## src/hdl/mer_pkg.sv

```systemverilog
// ============================================================================
// Midpoint ellipse rasterizer package
// Shared widths, command and phase codes, and the queued job type.
// ============================================================================
package mer_pkg;

    localparam int COORD_BITS  = 12;
    localparam int CTR_W       = COORD_BITS;          // center coordinate
    localparam int RAD_W       = COORD_BITS - 1;      // semi-axis
    localparam int OFF_W       = COORD_BITS;          // running offsets
    localparam int SQ_W        = 2 * RAD_W;           // squared semi-axis
    localparam int MUL_W       = SQ_W + OFF_W;        // shared multiplier product
    localparam int DEC_W       = 3 * RAD_W + 7;       // error and delta terms
    localparam int PIX_W       = COORD_BITS + 2;      // output pixel coordinate

    localparam int QUEUE_DEPTH = 2;                   // power of two
    localparam int QPTR_W      = $clog2(QUEUE_DEPTH);
    localparam int QCNT_W      = $clog2(QUEUE_DEPTH + 1);

    localparam logic CMD_START   = 1'b0;
    localparam logic CMD_ADVANCE = 1'b1;

    localparam logic [1:0] PH_IDLE    = 2'd0;
    localparam logic [1:0] PH_REGION1 = 2'd1;
    localparam logic [1:0] PH_REGION2 = 2'd2;

    typedef struct packed {
        logic             is_start;
        logic [CTR_W-1:0] center_x;
        logic [CTR_W-1:0] center_y;
        logic [RAD_W-1:0] radius_x;
        logic [RAD_W-1:0] radius_y;
    } mer_job_t;

endpackage

```

## src/hdl/mer_if.sv

```systemverilog
// ============================================================================
// Midpoint ellipse rasterizer channels
// Valid/ready interfaces for the command stream and the pixel stream.
// ============================================================================
interface mer_in_if import mer_pkg::*; ();
    logic             valid;
    logic             ready;
    logic             cmd;
    logic [CTR_W-1:0] center_x;
    logic [CTR_W-1:0] center_y;
    logic [RAD_W-1:0] radius_x;
    logic [RAD_W-1:0] radius_y;

    modport source (output valid, cmd, center_x, center_y, radius_x, radius_y,
                    input ready);
    modport sink   (input valid, cmd, center_x, center_y, radius_x, radius_y,
                    output ready);
endinterface

interface mer_out_if import mer_pkg::*; ();
    logic                    valid;
    logic                    ready;
    logic signed [PIX_W-1:0] pixel_x;
    logic signed [PIX_W-1:0] pixel_y;
    logic                    last_of_item;
    logic                    ellipse_done;

    modport source (output valid, pixel_x, pixel_y, last_of_item, ellipse_done,
                    input ready);
    modport sink   (input valid, pixel_x, pixel_y, last_of_item, ellipse_done,
                    output ready);
endinterface

```

## src/hdl/mer_front.sv

```systemverilog
// ============================================================================
// Midpoint ellipse rasterizer front end
// Accepts command words, tags them as start or advance and queues them.
// ============================================================================
module mer_front import mer_pkg::*;
(
    input  logic     clk,
    input  logic     rst_n,
    mer_in_if.sink   cmds,
    output logic     job_valid,
    input  logic     job_ready,
    output mer_job_t job
);

    mer_job_t            q_mem [QUEUE_DEPTH];
    logic [QPTR_W-1:0]   wr_ptr_reg, wr_ptr_next;
    logic [QPTR_W-1:0]   rd_ptr_reg, rd_ptr_next;
    logic [QCNT_W-1:0]   count_reg, count_next;
    logic                push, pop;
    mer_job_t            in_job;

    assign cmds.ready = (count_reg != QCNT_W'(QUEUE_DEPTH));
    assign push       = cmds.valid && cmds.ready;
    assign job_valid  = (count_reg != '0);
    assign pop        = job_valid && job_ready;
    assign job        = q_mem[rd_ptr_reg];

    always_comb
    begin
        in_job.is_start = (cmds.cmd == CMD_START);
        in_job.center_x = cmds.center_x;
        in_job.center_y = cmds.center_y;
        in_job.radius_x = cmds.radius_x;
        in_job.radius_y = cmds.radius_y;
    end

    always_comb
    begin
        wr_ptr_next = push ? wr_ptr_reg + 1'b1 : wr_ptr_reg;
        rd_ptr_next = pop ? rd_ptr_reg + 1'b1 : rd_ptr_reg;
        count_next  = count_reg;
        if (push && !pop)
        begin
            count_next = count_reg + 1'b1;
        end
        else if (pop && !push)
        begin
            count_next = count_reg - 1'b1;
        end
    end

    always_ff @(posedge clk)
    begin
        if (push)
        begin
            q_mem[wr_ptr_reg] <= in_job;
        end
    end

    always_ff @(posedge clk or negedge rst_n)
    begin
        if (!rst_n)
        begin
            wr_ptr_reg <= '0;
            rd_ptr_reg <= '0;
            count_reg  <= '0;
        end
        else
        begin
            wr_ptr_reg <= wr_ptr_next;
            rd_ptr_reg <= rd_ptr_next;
            count_reg  <= count_next;
        end
    end

endmodule

```

## src/hdl/mer_engine.sv

```systemverilog
// ============================================================================
// Midpoint ellipse rasterizer engine
// Runs setup and the region 1 to 2 fold on one shared multiplier, steps the regions and emits pixels.
// ============================================================================
module mer_engine import mer_pkg::*;
(
    input  logic     clk,
    input  logic     rst_n,
    input  logic     job_valid,
    output logic     job_ready,
    input  mer_job_t job,
    mer_out_if.source pixels
);

    localparam logic [3:0] S_FETCH = 4'd0;
    localparam logic [3:0] S_SQ_A  = 4'd1;
    localparam logic [3:0] S_SQ_B  = 4'd2;
    localparam logic [3:0] S_PROD  = 4'd3;
    localparam logic [3:0] S_INIT  = 4'd4;
    localparam logic [3:0] S_CHECK = 4'd5;
    localparam logic [3:0] S_ADJ_B = 4'd6;
    localparam logic [3:0] S_ADJ_A = 4'd7;
    localparam logic [3:0] S_ADJ_F = 4'd8;
    localparam logic [3:0] S_R1A   = 4'd9;
    localparam logic [3:0] S_R1B   = 4'd10;
    localparam logic [3:0] S_R2A   = 4'd11;
    localparam logic [3:0] S_R2B   = 4'd12;
    localparam logic [3:0] S_EMIT  = 4'd13;

    // control
    logic [3:0] state_reg, state_next;
    logic [1:0] phase_reg, phase_next;
    logic [1:0] idx_reg, idx_next;
    logic       four_reg, four_next;
    logic       ov_reg, ov_next;

    // datapath
    logic [CTR_W-1:0]        cx_reg, cx_next;
    logic [CTR_W-1:0]        cy_reg, cy_next;
    logic [RAD_W-1:0]        a_reg, a_next;
    logic [RAD_W-1:0]        b_reg, b_next;
    logic [SQ_W-1:0]         asq_reg, asq_next;
    logic [SQ_W-1:0]         bsq_reg, bsq_next;
    logic [MUL_W-1:0]        m_reg, m_next;
    logic [OFF_W-1:0]        ox_reg, ox_next;
    logic [OFF_W-1:0]        oy_reg, oy_next;
    logic signed [DEC_W-1:0] dec_reg, dec_next;
    logic signed [DEC_W-1:0] hd_reg, hd_next;
    logic signed [DEC_W-1:0] vd_reg, vd_next;
    logic signed [PIX_W-1:0] px_reg, px_next;
    logic signed [PIX_W-1:0] py_reg, py_next;
    logic                    lst_reg, lst_next;
    logic                    done_reg, done_next;

    logic [SQ_W-1:0]         mul_a;
    logic [OFF_W-1:0]        mul_b;
    logic [MUL_W-1:0]        mul_p;
    logic signed [DEC_W-1:0] asq_s, bsq_s, m_s, asq8, bsq8, vd_dn, hd_up;
    logic [PIX_W-1:0]        cx_w, cy_w, ox_w, oy_w;
    logic                    out_load, emit_last;

    assign mul_p = mul_a * mul_b;

    assign asq_s = signed'(DEC_W'(asq_reg));
    assign bsq_s = signed'(DEC_W'(bsq_reg));
    assign m_s   = signed'(DEC_W'(m_reg));
    assign asq8  = asq_s <<< 3;
    assign bsq8  = bsq_s <<< 3;
    assign vd_dn = vd_reg - asq8;
    assign hd_up = hd_reg + bsq8;

    assign cx_w = PIX_W'(cx_reg);
    assign cy_w = PIX_W'(cy_reg);
    assign ox_w = PIX_W'(ox_reg);
    assign oy_w = PIX_W'(oy_reg);

    assign job_ready = (state_reg == S_FETCH);
    assign out_load  = (state_reg == S_EMIT) && (!ov_reg || pixels.ready);
    assign emit_last = (idx_reg == (four_reg ? 2'd3 : 2'd1));

    assign pixels.valid        = ov_reg;
    assign pixels.pixel_x      = px_reg;
    assign pixels.pixel_y      = py_reg;
    assign pixels.last_of_item = lst_reg;
    assign pixels.ellipse_done = done_reg;

    // shared multiplier operand select
    always_comb
    begin
        case (state_reg)
            S_SQ_A:
            begin
                mul_a = SQ_W'(a_reg);
                mul_b = OFF_W'(a_reg);
            end
            S_SQ_B:
            begin
                mul_a = SQ_W'(b_reg);
                mul_b = OFF_W'(b_reg);
            end
            S_PROD:
            begin
                mul_a = asq_reg;
                mul_b = OFF_W'(b_reg);
            end
            S_ADJ_B:
            begin
                mul_a = bsq_reg;
                mul_b = ox_reg;
            end
            S_ADJ_A:
            begin
                mul_a = asq_reg;
                mul_b = oy_reg;
            end
            default:
            begin
                mul_a = '0;
                mul_b = '0;
            end
        endcase
    end

    always_comb
    begin
        state_next = state_reg;
        phase_next = phase_reg;
        idx_next   = idx_reg;
        four_next  = four_reg;
        cx_next    = cx_reg;
        cy_next    = cy_reg;
        a_next     = a_reg;
        b_next     = b_reg;
        asq_next   = asq_reg;
        bsq_next   = bsq_reg;
        m_next     = m_reg;
        ox_next    = ox_reg;
        oy_next    = oy_reg;
        dec_next   = dec_reg;
        hd_next    = hd_reg;
        vd_next    = vd_reg;

        case (state_reg)
            S_FETCH:
            begin
                idx_next = '0;
                if (job_valid)
                begin
                    if (job.is_start)
                    begin
                        cx_next    = job.center_x;
                        cy_next    = job.center_y;
                        a_next     = job.radius_x;
                        b_next     = job.radius_y;
                        four_next  = 1'b0;
                        state_next = S_SQ_A;
                    end
                    else if (phase_reg == PH_REGION1)
                    begin
                        four_next  = 1'b1;
                        state_next = S_R1A;
                    end
                    else if (phase_reg == PH_REGION2)
                    begin
                        four_next  = 1'b1;
                        state_next = S_R2A;
                    end
                    // advance while idle: drop the word
                end
            end
            S_SQ_A:
            begin
                asq_next   = mul_p[SQ_W-1:0];
                state_next = S_SQ_B;
            end
            S_SQ_B:
            begin
                bsq_next   = mul_p[SQ_W-1:0];
                state_next = S_PROD;
            end
            S_PROD:
            begin
                m_next     = mul_p;
                state_next = S_INIT;
            end
            S_INIT:
            begin
                ox_next    = '0;
                oy_next    = OFF_W'(b_reg);
                hd_next    = '0;
                vd_next    = m_s <<< 3;
                dec_next   = (bsq_s <<< 2) - (m_s <<< 2) + asq_s;
                state_next = S_CHECK;
            end
            S_CHECK:
            begin
                if (hd_reg < vd_reg)
                begin
                    phase_next = PH_REGION1;
                    state_next = S_EMIT;
                end
                else
                begin
                    state_next = S_ADJ_B;
                end
            end
            S_ADJ_B:
            begin
                m_next     = mul_p;
                state_next = S_ADJ_A;
            end
            S_ADJ_A:
            begin
                dec_next   = dec_reg + bsq_s - (m_s <<< 2) + asq_s;
                m_next     = mul_p;
                state_next = S_ADJ_F;
            end
            S_ADJ_F:
            begin
                dec_next   = dec_reg - (m_s <<< 2);
                phase_next = (oy_reg != '0) ? PH_REGION2 : PH_IDLE;
                state_next = S_EMIT;
            end
            S_R1A:
            begin
                if (!dec_reg[DEC_W-1])
                begin
                    oy_next  = oy_reg - 1'b1;
                    vd_next  = vd_dn;
                    dec_next = dec_reg - vd_dn;
                end
                state_next = S_R1B;
            end
            S_R1B:
            begin
                ox_next    = ox_reg + 1'b1;
                hd_next    = hd_up;
                dec_next   = dec_reg + (bsq_s <<< 2) + hd_up;
                state_next = S_CHECK;
            end
            S_R2A:
            begin
                if (dec_reg[DEC_W-1] || (dec_reg == '0))
                begin
                    ox_next  = ox_reg + 1'b1;
                    hd_next  = hd_up;
                    dec_next = dec_reg + hd_up;
                end
                state_next = S_R2B;
            end
            S_R2B:
            begin
                oy_next    = oy_reg - 1'b1;
                vd_next    = vd_dn;
                dec_next   = dec_reg + (asq_s <<< 2) - vd_dn;
                phase_next = (oy_reg != OFF_W'(1)) ? PH_REGION2 : PH_IDLE;
                state_next = S_EMIT;
            end
            S_EMIT:
            begin
                if (out_load)
                begin
                    idx_next = idx_reg + 1'b1;
                    if (emit_last)
                    begin
                        state_next = S_FETCH;
                    end
                end
            end
            default:
            begin
                state_next = S_FETCH;
            end
        endcase
    end

    // output register: pixel order is (+x,+y) (+x,-y) (-x,+y) (-x,-y)
    always_comb
    begin
        ov_next   = ov_reg;
        px_next   = px_reg;
        py_next   = py_reg;
        lst_next  = lst_reg;
        done_next = done_reg;
        if (out_load)
        begin
            ov_next   = 1'b1;
            px_next   = signed'(idx_reg[1] ? cx_w - ox_w : cx_w + ox_w);
            py_next   = signed'(idx_reg[0] ? cy_w - oy_w : cy_w + oy_w);
            lst_next  = emit_last;
            done_next = emit_last && (phase_reg == PH_IDLE);
        end
        else if (pixels.ready)
        begin
            ov_next = 1'b0;
        end
    end

    always_ff @(posedge clk)
    begin
        cx_reg   <= cx_next;
        cy_reg   <= cy_next;
        a_reg    <= a_next;
        b_reg    <= b_next;
        asq_reg  <= asq_next;
        bsq_reg  <= bsq_next;
        m_reg    <= m_next;
        ox_reg   <= ox_next;
        oy_reg   <= oy_next;
        dec_reg  <= dec_next;
        hd_reg   <= hd_next;
        vd_reg   <= vd_next;
        px_reg   <= px_next;
        py_reg   <= py_next;
        lst_reg  <= lst_next;
        done_reg <= done_next;
    end

    always_ff @(posedge clk or negedge rst_n)
    begin
        if (!rst_n)
        begin
            state_reg <= S_FETCH;
            phase_reg <= PH_IDLE;
            idx_reg   <= '0;
            four_reg  <= 1'b0;
            ov_reg    <= 1'b0;
        end
        else
        begin
            state_reg <= state_next;
            phase_reg <= phase_next;
            idx_reg   <= idx_next;
            four_reg  <= four_next;
            ov_reg    <= ov_next;
        end
    end

`ifndef SYNTHESIS
    a_emit_idx_range: assert property (@(posedge clk) disable iff (!rst_n)
        (state_reg == S_EMIT && !four_reg) |-> !idx_reg[1])
        else $error("pixel index past end of a start word");

    a_done_is_last: assert property (@(posedge clk) disable iff (!rst_n)
        (ov_reg && done_reg) |-> lst_reg)
        else $error("ellipse_done without last_of_item");

    a_start_setup: assert property (@(posedge clk) disable iff (!rst_n)
        (state_reg == S_FETCH && job_valid && job.is_start) |=> (state_reg == S_SQ_A))
        else $error("start word did not enter setup");

    a_region2_rows_left: assert property (@(posedge clk) disable iff (!rst_n)
        (state_reg == S_FETCH && phase_reg == PH_REGION2) |-> (oy_reg != '0))
        else $error("region 2 held with no rows left");
`endif

endmodule

```

## src/hdl/midpoint_ellipse_rasterizer.sv

```systemverilog
// ============================================================================
// Midpoint ellipse rasterizer
// Integer midpoint ellipse: start words set up an ellipse, advance words
// step it and stream out the symmetric pixels.
// ============================================================================
//  channel  dir  handshake    payload
//  cmds     in   valid/ready  cmd, center_x, center_y, radius_x, radius_y
//  pixels   out  valid/ready  pixel_x, pixel_y, last_of_item, ellipse_done
//
//  An advance while idle is dropped. The pace is set by the single shared
//  22x12 multiplier in the engine and the pixel output register, which
//  moves one pixel per cycle while the pixel sink is ready.
//  A two-word queue sits between front end and engine, so commands are
//  accepted while the engine works or the pixel sink stalls.
//  Reset is asynchronous, active low; after it the block is idle at once.
// ============================================================================
module midpoint_ellipse_rasterizer import mer_pkg::*;
(
    input  logic      clk,
    input  logic      rst_n,
    mer_in_if.sink    cmds,
    mer_out_if.source pixels
);

    logic     job_valid;
    logic     job_ready;
    mer_job_t job;

    mer_front u_front
    (
        .clk       (clk),
        .rst_n     (rst_n),
        .cmds      (cmds),
        .job_valid (job_valid),
        .job_ready (job_ready),
        .job       (job)
    );

    mer_engine u_engine
    (
        .clk       (clk),
        .rst_n     (rst_n),
        .job_valid (job_valid),
        .job_ready (job_ready),
        .job       (job),
        .pixels    (pixels)
    );

endmodule

```

## src/flat_wrapper.sv

```systemverilog
// flat-port wrapper written by rule: the top's interface ports become plain ports
module midpoint_ellipse_rasterizer_flat import mer_pkg::*;
  (clk, rst_n, cmds_valid, cmds_cmd, cmds_center_x, cmds_center_y, cmds_radius_x, cmds_radius_y, cmds_ready, pixels_valid, pixels_pixel_x, pixels_pixel_y, pixels_last_of_item, pixels_ellipse_done, pixels_ready);
  mer_in_if cmds_i ();
  mer_out_if pixels_i ();
  input  logic clk;
  input  logic rst_n;
  input wire logic [$bits(cmds_i.valid)-1:0] cmds_valid;
  input wire logic [$bits(cmds_i.cmd)-1:0] cmds_cmd;
  input wire logic [$bits(cmds_i.center_x)-1:0] cmds_center_x;
  input wire logic [$bits(cmds_i.center_y)-1:0] cmds_center_y;
  input wire logic [$bits(cmds_i.radius_x)-1:0] cmds_radius_x;
  input wire logic [$bits(cmds_i.radius_y)-1:0] cmds_radius_y;
  output wire logic [$bits(cmds_i.ready)-1:0] cmds_ready;
  output wire logic [$bits(pixels_i.valid)-1:0] pixels_valid;
  output wire logic [$bits(pixels_i.pixel_x)-1:0] pixels_pixel_x;
  output wire logic [$bits(pixels_i.pixel_y)-1:0] pixels_pixel_y;
  output wire logic [$bits(pixels_i.last_of_item)-1:0] pixels_last_of_item;
  output wire logic [$bits(pixels_i.ellipse_done)-1:0] pixels_ellipse_done;
  input wire logic [$bits(pixels_i.ready)-1:0] pixels_ready;
  assign cmds_i.valid = cmds_valid;
  assign cmds_i.cmd = cmds_cmd;
  assign cmds_i.center_x = cmds_center_x;
  assign cmds_i.center_y = cmds_center_y;
  assign cmds_i.radius_x = cmds_radius_x;
  assign cmds_i.radius_y = cmds_radius_y;
  assign cmds_ready = cmds_i.ready;
  assign pixels_valid = pixels_i.valid;
  assign pixels_pixel_x = pixels_i.pixel_x;
  assign pixels_pixel_y = pixels_i.pixel_y;
  assign pixels_last_of_item = pixels_i.last_of_item;
  assign pixels_ellipse_done = pixels_i.ellipse_done;
  assign pixels_i.ready = pixels_ready;
  midpoint_ellipse_rasterizer u_core (.clk(clk), .rst_n(rst_n), .cmds(cmds_i), .pixels(pixels_i));
endmodule
```

## config.mk

```make
export PLATFORM = sky130hd
export DESIGN_NAME = midpoint_ellipse_rasterizer_flat
export DESIGN_NICKNAME = d
export VERILOG_FILES = /design/src/hdl/mer_pkg.sv /design/src/hdl/mer_if.sv /design/src/hdl/mer_front.sv /design/src/hdl/mer_engine.sv /design/src/hdl/midpoint_ellipse_rasterizer.sv /design/src/flat_wrapper.sv
export SDC_FILE = /design/constraint.sdc
export NUM_CORES = 2
export LEC_CHECK = 0
export BUFFER_PORTS_ARGS = -buffer_cell sky130_fd_sc_hd__buf_2
export CORE_UTILIZATION = 66
export CTS_CLUSTER_SIZE = 40
export DETAILED_ROUTE_END_ITERATION = 8
export GPL_TIMING_DRIVEN = 0
export PLACE_DENSITY = 0.86
export SLEW_MARGIN = 10
export SYNTH_ARGS = -nofsm -noshare
export SYNTH_HDL_FRONTEND = slang
export SYNTH_SLANG_ARGS = --single-unit
```

## constraint.sdc

```tcl
create_clock -name clk -period 10.8 [get_ports clk]
set_clock_uncertainty 0.1 [all_clocks]
set_input_delay 1.08 -clock clk [delete_from_list [all_inputs] [get_ports clk]]
set_output_delay 1.08 -clock clk [all_outputs]
set_load 0.005 [all_outputs]
```

-- After elaboration in Yosys (flattened, before gate mapping)
Memories as Yosys holds them, arrays and structs flattened.
Cells that the tools add are included.
- bits in registers: 312
- memory bits (writable): 94
- input port bits: 51
- memories kept: 1
- add/sub/neg operators: 25
- multipliers: 1
- magnitude comparators: 1
- equality and inequality tests: 25
- mux-type cells: 39
- bitwise operators: 1
- reduce and logical (&&, ||, !) cells: 38
- memory list (memory ; words ; bits a word ; rd ports ; clocked after memory_dff ; write ports ; line ; RTL):
    u_core.u_front.q_mem ; 2 ; 47 ; 1 ; 0 ; 1 ; mer_front.sv:15 ; mer_job_t q_mem [QUEUE_DEPTH];
- operators with widths (kind ; number):
    $pmux 40 s7 ; 1
    $pmux 40 s3 ; 2
    $mux 40 ; 4
    $pmux 22 s4 ; 1
    $add 40x23->40 ; 2
    $add 40x25->40 ; 2
    $add 40x40->40 ; 2
    $sub 40x37->40 ; 2
    $sub 40x40->40 ; 2
    $pmux 12 s3 ; 2
    $pmux 12 s4 ; 1
    $pmux 4 s12 ; 1
    $add 40x26->40 ; 1
    $logic_not 40->1 ; 1
    $lt 40x40->1 ; 1
    $sub 40x26->40 ; 1
    $add 37x23->38 ; 1
    $sub 24x36->37 ; 1
    $mul 22x12->34 ; 1
    $mux 14 ; 2
    $mux 4 ; 7
    $add 12x12->13 ; 2
    $sub 12x12->13 ; 2
    $eq 4x4->1 const B ; 6
    34 further kinds ; 82

-- Depth between registers and ports, before layout
- word-level depth: 6
- depth in mapped cells: 30
- depth with buffers taken out: 29

-- Hierarchy
Synthesis repeated with hierarchy kept, for this count alone.
- cell total of the unflattened synthesis: 5115
- area total of the unflattened synthesis: 46614.7 µm²
- by module, submodules not included (module ; times used ; cells each ; area each (µm²) ; sequential area each (µm²)):
    mer_engine ; 1 ; 4950 ; 42946.2 ; 9018.6
    mer_front ; 1 ; 165 ; 3668.5 ; 2922.8

-- Worst setup path before layout
No wires, ideal clock.
- path kind: register to register
- start: register u_core.u_engine.state_reg[3]
- end: register u_core.u_engine.m_reg[33], data pin
- arrival time: 7.852 ns
- setup slack: 2.589 ns
- cell stages (with the launch flop): 28
- path through: dfrtp_1 -> clkbuf_1 -> nor3b_1 -> nor2b_1 -> clkbuf_1 -> a222oi_1 -> nand2_1 -> nand2_1 -> fa_1 -> fa_1 -> fa_1 -> inv_1 -> fa_1 -> inv_1 -> fa_1 -> inv_1 -> ha_1 -> a211oi_1 -> o211ai_1 -> a31o_2 -> o31a_1 -> a31o_2 -> o41ai_2 -> o21ai_1 -> or4_1 -> a31oi_1 -> o21ai_1 -> xnor2_1
- cells in the longest elaborated chain, start to end: 4
- elaborated cells on any way between the ends: 10
- those cells by class: 1 x mul; 5 x eq/ne; 2 x mux; 2 x reduce/logical
- ends and longest elaborated chain (item ; line ; RTL):
    from (decl) ; mer_engine.sv:31 ; logic [3:0] state_reg, state_next;
    from (signal assigned) ; mer_engine.sv:331 ; state_reg <= state_next;
    $eq 4x3->1 or $eq 4x2->1 (tied branches) ; mer_engine.sv:90 ; case (state_reg)
    $reduce_or 2->1 (no line) ; -- ;
    $pmux 22 s4 or $pmux 12 s4 (tied branches) ; mer_engine.sv:90 ;
    $mul 22x12->34 (*) ; mer_engine.sv:62 ; assign mul_p = mul_a * mul_b;
    via u_core.u_engine.mul_p[33] ; mer_engine.sv:57 ; logic [MUL_W-1:0] mul_p;
    to (signal assigned) ; mer_engine.sv:307 ; m_reg <= m_next;
    to (decl) ; mer_engine.sv:44 ; logic [MUL_W-1:0] m_reg, m_next;
Mark *: on every way through the listed nets, which the timed path passes. The rest lies on a longest branch.
A chain may end at the register's enable or synchronous reset.

-- Final worst setup path
Same ends and word-level chain as after synthesis.

==> out/qor.csv <==
stage,metric,value,unit
setup_path,cp_slowest_cell,nor2_1,
timing,maxSlewHeadroom,1.97,%
routing,vias,41800,
die,die_w,268,um
die,coreArea,69900,um2
die,die_h,268,um
setup_path,worst_setup_path_start_kind,register,
global_routing,overflow,0,
routing,wirelength,170,mm
status,status,finished with violations,
place,place_hpwl,136,mm
timing,tightestPinTransition,1.47,ns
routing,drcViolationCount,7,
timing,tns,0,ns
cts,ctsResizeCount,0,
timing,max_freq,0.0954,GHz
worst_hold_path,hold_class,input port to asynchronous set/reset pin,
global_routing,antenna_found_initial,7,
final_layout,largest_reg_flops,94,
synth,synthAdderAreaFrac,27.7,%
synth,synthArstFlopShare,3.50,%
global_routing,grt_pass1_vias,40500,
die,dieArea,71600,um2
synth,synth_top_family_by_area,adder cells,
run,maxCapViolCount,0,
synth,yosys.area_share.simple,13.1,%
die,initial_utilization,66.6,%
synth,synth_xor_area_share,7.04,%
synth,synth_fp_nets,5954,
cts,cts_setup_buffers,0,
cts,clk_path_buf_depth,3,
synth,ys_seq_area_share,25.6,%
setup_path,worst_setup_path_end_kind,register,
routing,drt-pass1-iter-count,9,
final_layout,nFillCells,5397,
cts,insertion_delay,0.63,ns
final_layout,drive_above_1_share,5.86,%
cts,ctsHoldBuffers,0,
timing,rsz0062_at_grt,no,
final_layout,area_delta_synth_final,7.49,%
synth,yosys_register_bits,400,
routing,viasPerCell,6.74,
timing,drv_slew,0,
synth,yosys-mux-area-fraction,1.44,%
synth,yosysUniqueCellTypes,107,
cts,cts_tree,yes,
setup_path,critPathKind,register to register,
routing,wl_per_cell,27.4,um
global_routing,grt_pass1_wl,247,mm
routing,ant_nets,0,
place,place.port_buffers,82,
setup_path,slowest_delay,1.11,ns
synth,synth_edf_count,386,
final_layout,finalNetCount,6097,
cts,clkSinkCount,400,
routing,drtIter0Drc,5646,
die,placementRows,97,
global_routing,grt_max_degree,34,
cts,clk_pin_slew,0.07,ns
timing,setup_viol,0,
synth,synth_flop_cell,edfxtp_1,
synth,synth_area_per_cell,9.18,um2
place,gp_congestion,1.08,
setup_path,worstPathRequired,11.06,ns
cts,root_buffer,clkbuf_16,
global_routing,grt_usage,47.1,%
setup_path,crit_top_cell,fa_1,
synth,syn_area,46600,um2
die,io-pin-count,83,
status,violations,design-rule violations,
cts,numCtsBuffers,45,
synth,synthCells,5075,
setup_path,crit_arrival,10.75,ns
setup_path,crit_fanout,10,
timing,period_needed,10.48,ns
timing,hold_viol,0,
synth,synth_compound_area_share,18.6,%
cts,htreeDepth,2,
synth,yosys_warnings,0,
timing,fin_crit_sh,97.1,%
Yosys cell counts (17+ instances only):
library cell	number	area share (%)
o22ai_1	36	0.48
nor3_1	75	0.81
nor2_1	294	2.4
inv_1	689	5.6
nand2b_1	57	0.77
or3_1	27	0.36
ha_1	492	13
a21oi_1	371	4.0
a21o_1	136	2.2
a22oi_1	23	0.37
o21ai_0	251	2.7
xor2_1	131	2.5
and2_1	40	0.54
nand2_1	491	4.0
o31ai_1	25	0.40
a222oi_1	17	0.37
and3_1	30	0.40
o211ai_1	28	0.45
xnor2_1	239	4.5
o21a_1	55	0.89
o221ai_1	19	0.36
nor4_1	23	0.31
clkbuf_1	103	0.83
a211oi_1	45	0.73
a31oi_1	44	0.59
nand4_1	55	0.74
fa_1	336	14
a221oi_1	20	0.38
o21bai_1	59	0.95
edfxtp_1	386	25
nand3_1	79	0.85
mux2_2	49	1.2
nor2b_1	52	0.70
through the flow:
step	instances	area [um2]	worst slack (ns)	hold slack (ns)	util, %
after floorplan	5075	46600	2.59	0.361	-
after global placement	6097	48200	0.318	0.375	68.9
after detailed placement	6110	48500	0.754	0.416	69.4
after CTS	6192	50000	0.703	0.241	71.5
after global routing	6194	50000	0.324	0.265	71.6
final	6205	50100	0.316	0.250	71.6
routing by layer:
metal	GRT usage (%)	routed length, um	up-vias
met5	1.25	160	-
met4	32.0	13500	8
met3	12.0	20100	730
met2	74.1	75900	2878
met1	56.7	60400	20000
li1	-	-	18200
final timing paths:
check | start | end | slack (ns) | cells after the start
hold / removal | rst_n | u_core.u_engine.pixels.valid | 0.25 | 1
max in group asynchronous | rst_n | u_core.u_engine.state_reg[2] | 10.08 | 1
setup / recovery | u_core.u_engine.state_reg[3] | u_core.u_engine.m_reg[33] | 0.32 | 28
setup reg to reg | u_core.u_engine.state_reg[3] | u_core.u_engine.m_reg[33] | 0.32 | 28
hold reg to reg | u_core.u_front.count_reg[1] | u_core.u_front.count_reg[1] | 0.43 | 1
min in group clk | u_core.u_front.count_reg[1] | u_core.u_front.count_reg[1] | 0.43 | 1
worst max-delay path: cells and delay by family (launching register included):
kind	cells	cell delay (ns)
flip-flops	1	0.42
AO/OA/AOI/OAI	10	2.83
XOR/XNOR	1	0.13
buffers and inverters	6	1.70
AND/OR/NAND/NOR	5	2.23
adder cells (fa/ha/maj)	6	2.81
cells in the final DEF (no fill, tap or decap), types with 49 or more instances in the layout:
cell | Yosys | final
a21o_1 | 136 | 136
a21oi_1 | 371 | 370
buf_2 | 1 | 83
clkbuf_1 | 103 | 106
edfxtp_1 | 386 | 386
fa_1 | 336 | 336
ha_1 | 492 | 492
inv_1 | 689 | 689
mux2_2 | 49 | 49
nand2_1 | 491 | 491
nand2b_1 | 57 | 57
nand3_1 | 79 | 79
nand4_1 | 55 | 55
nor2_1 | 294 | 290
nor2b_1 | 52 | 51
nor3_1 | 75 | 74
o21a_1 | 55 | 55
o21ai_0 | 251 | 249
o21bai_1 | 59 | 59
xnor2_1 | 239 | 239
xor2_1 | 131 | 131
cells by family after synthesis:
| family | count (synthesis) |
|---|---|
| xor+xnor | 372 |
| compound gates | 1316 |
| simple gates | 1294 |
| flops | 400 |
| buf+inv | 804 |
| mux | 61 |
| fa+ha+maj | 828 |
cell type report:
cell class | instances | area [um2] | area share [%]
Multi-Input combinational cell | 3871 | 31700 | 63.3
Sequential cell | 400 | 11900 | 23.9
Inverter | 690 | 2590 | 5.17
Tap cell | 940 | 1180 | 2.35
Clock buffer | 50 | 1140 | 2.29
Timing Repair Buffer | 96 | 672 | 1.34
Buffer | 114 | 475 | 0.950
Clock inverter | 32 | 357 | 0.712
Antenna cell | 12 | 30.0 | 0.0600
Power is not shown: default switching activity piles up to over one toggle a cycle in this logic, so the estimate is an artifact.
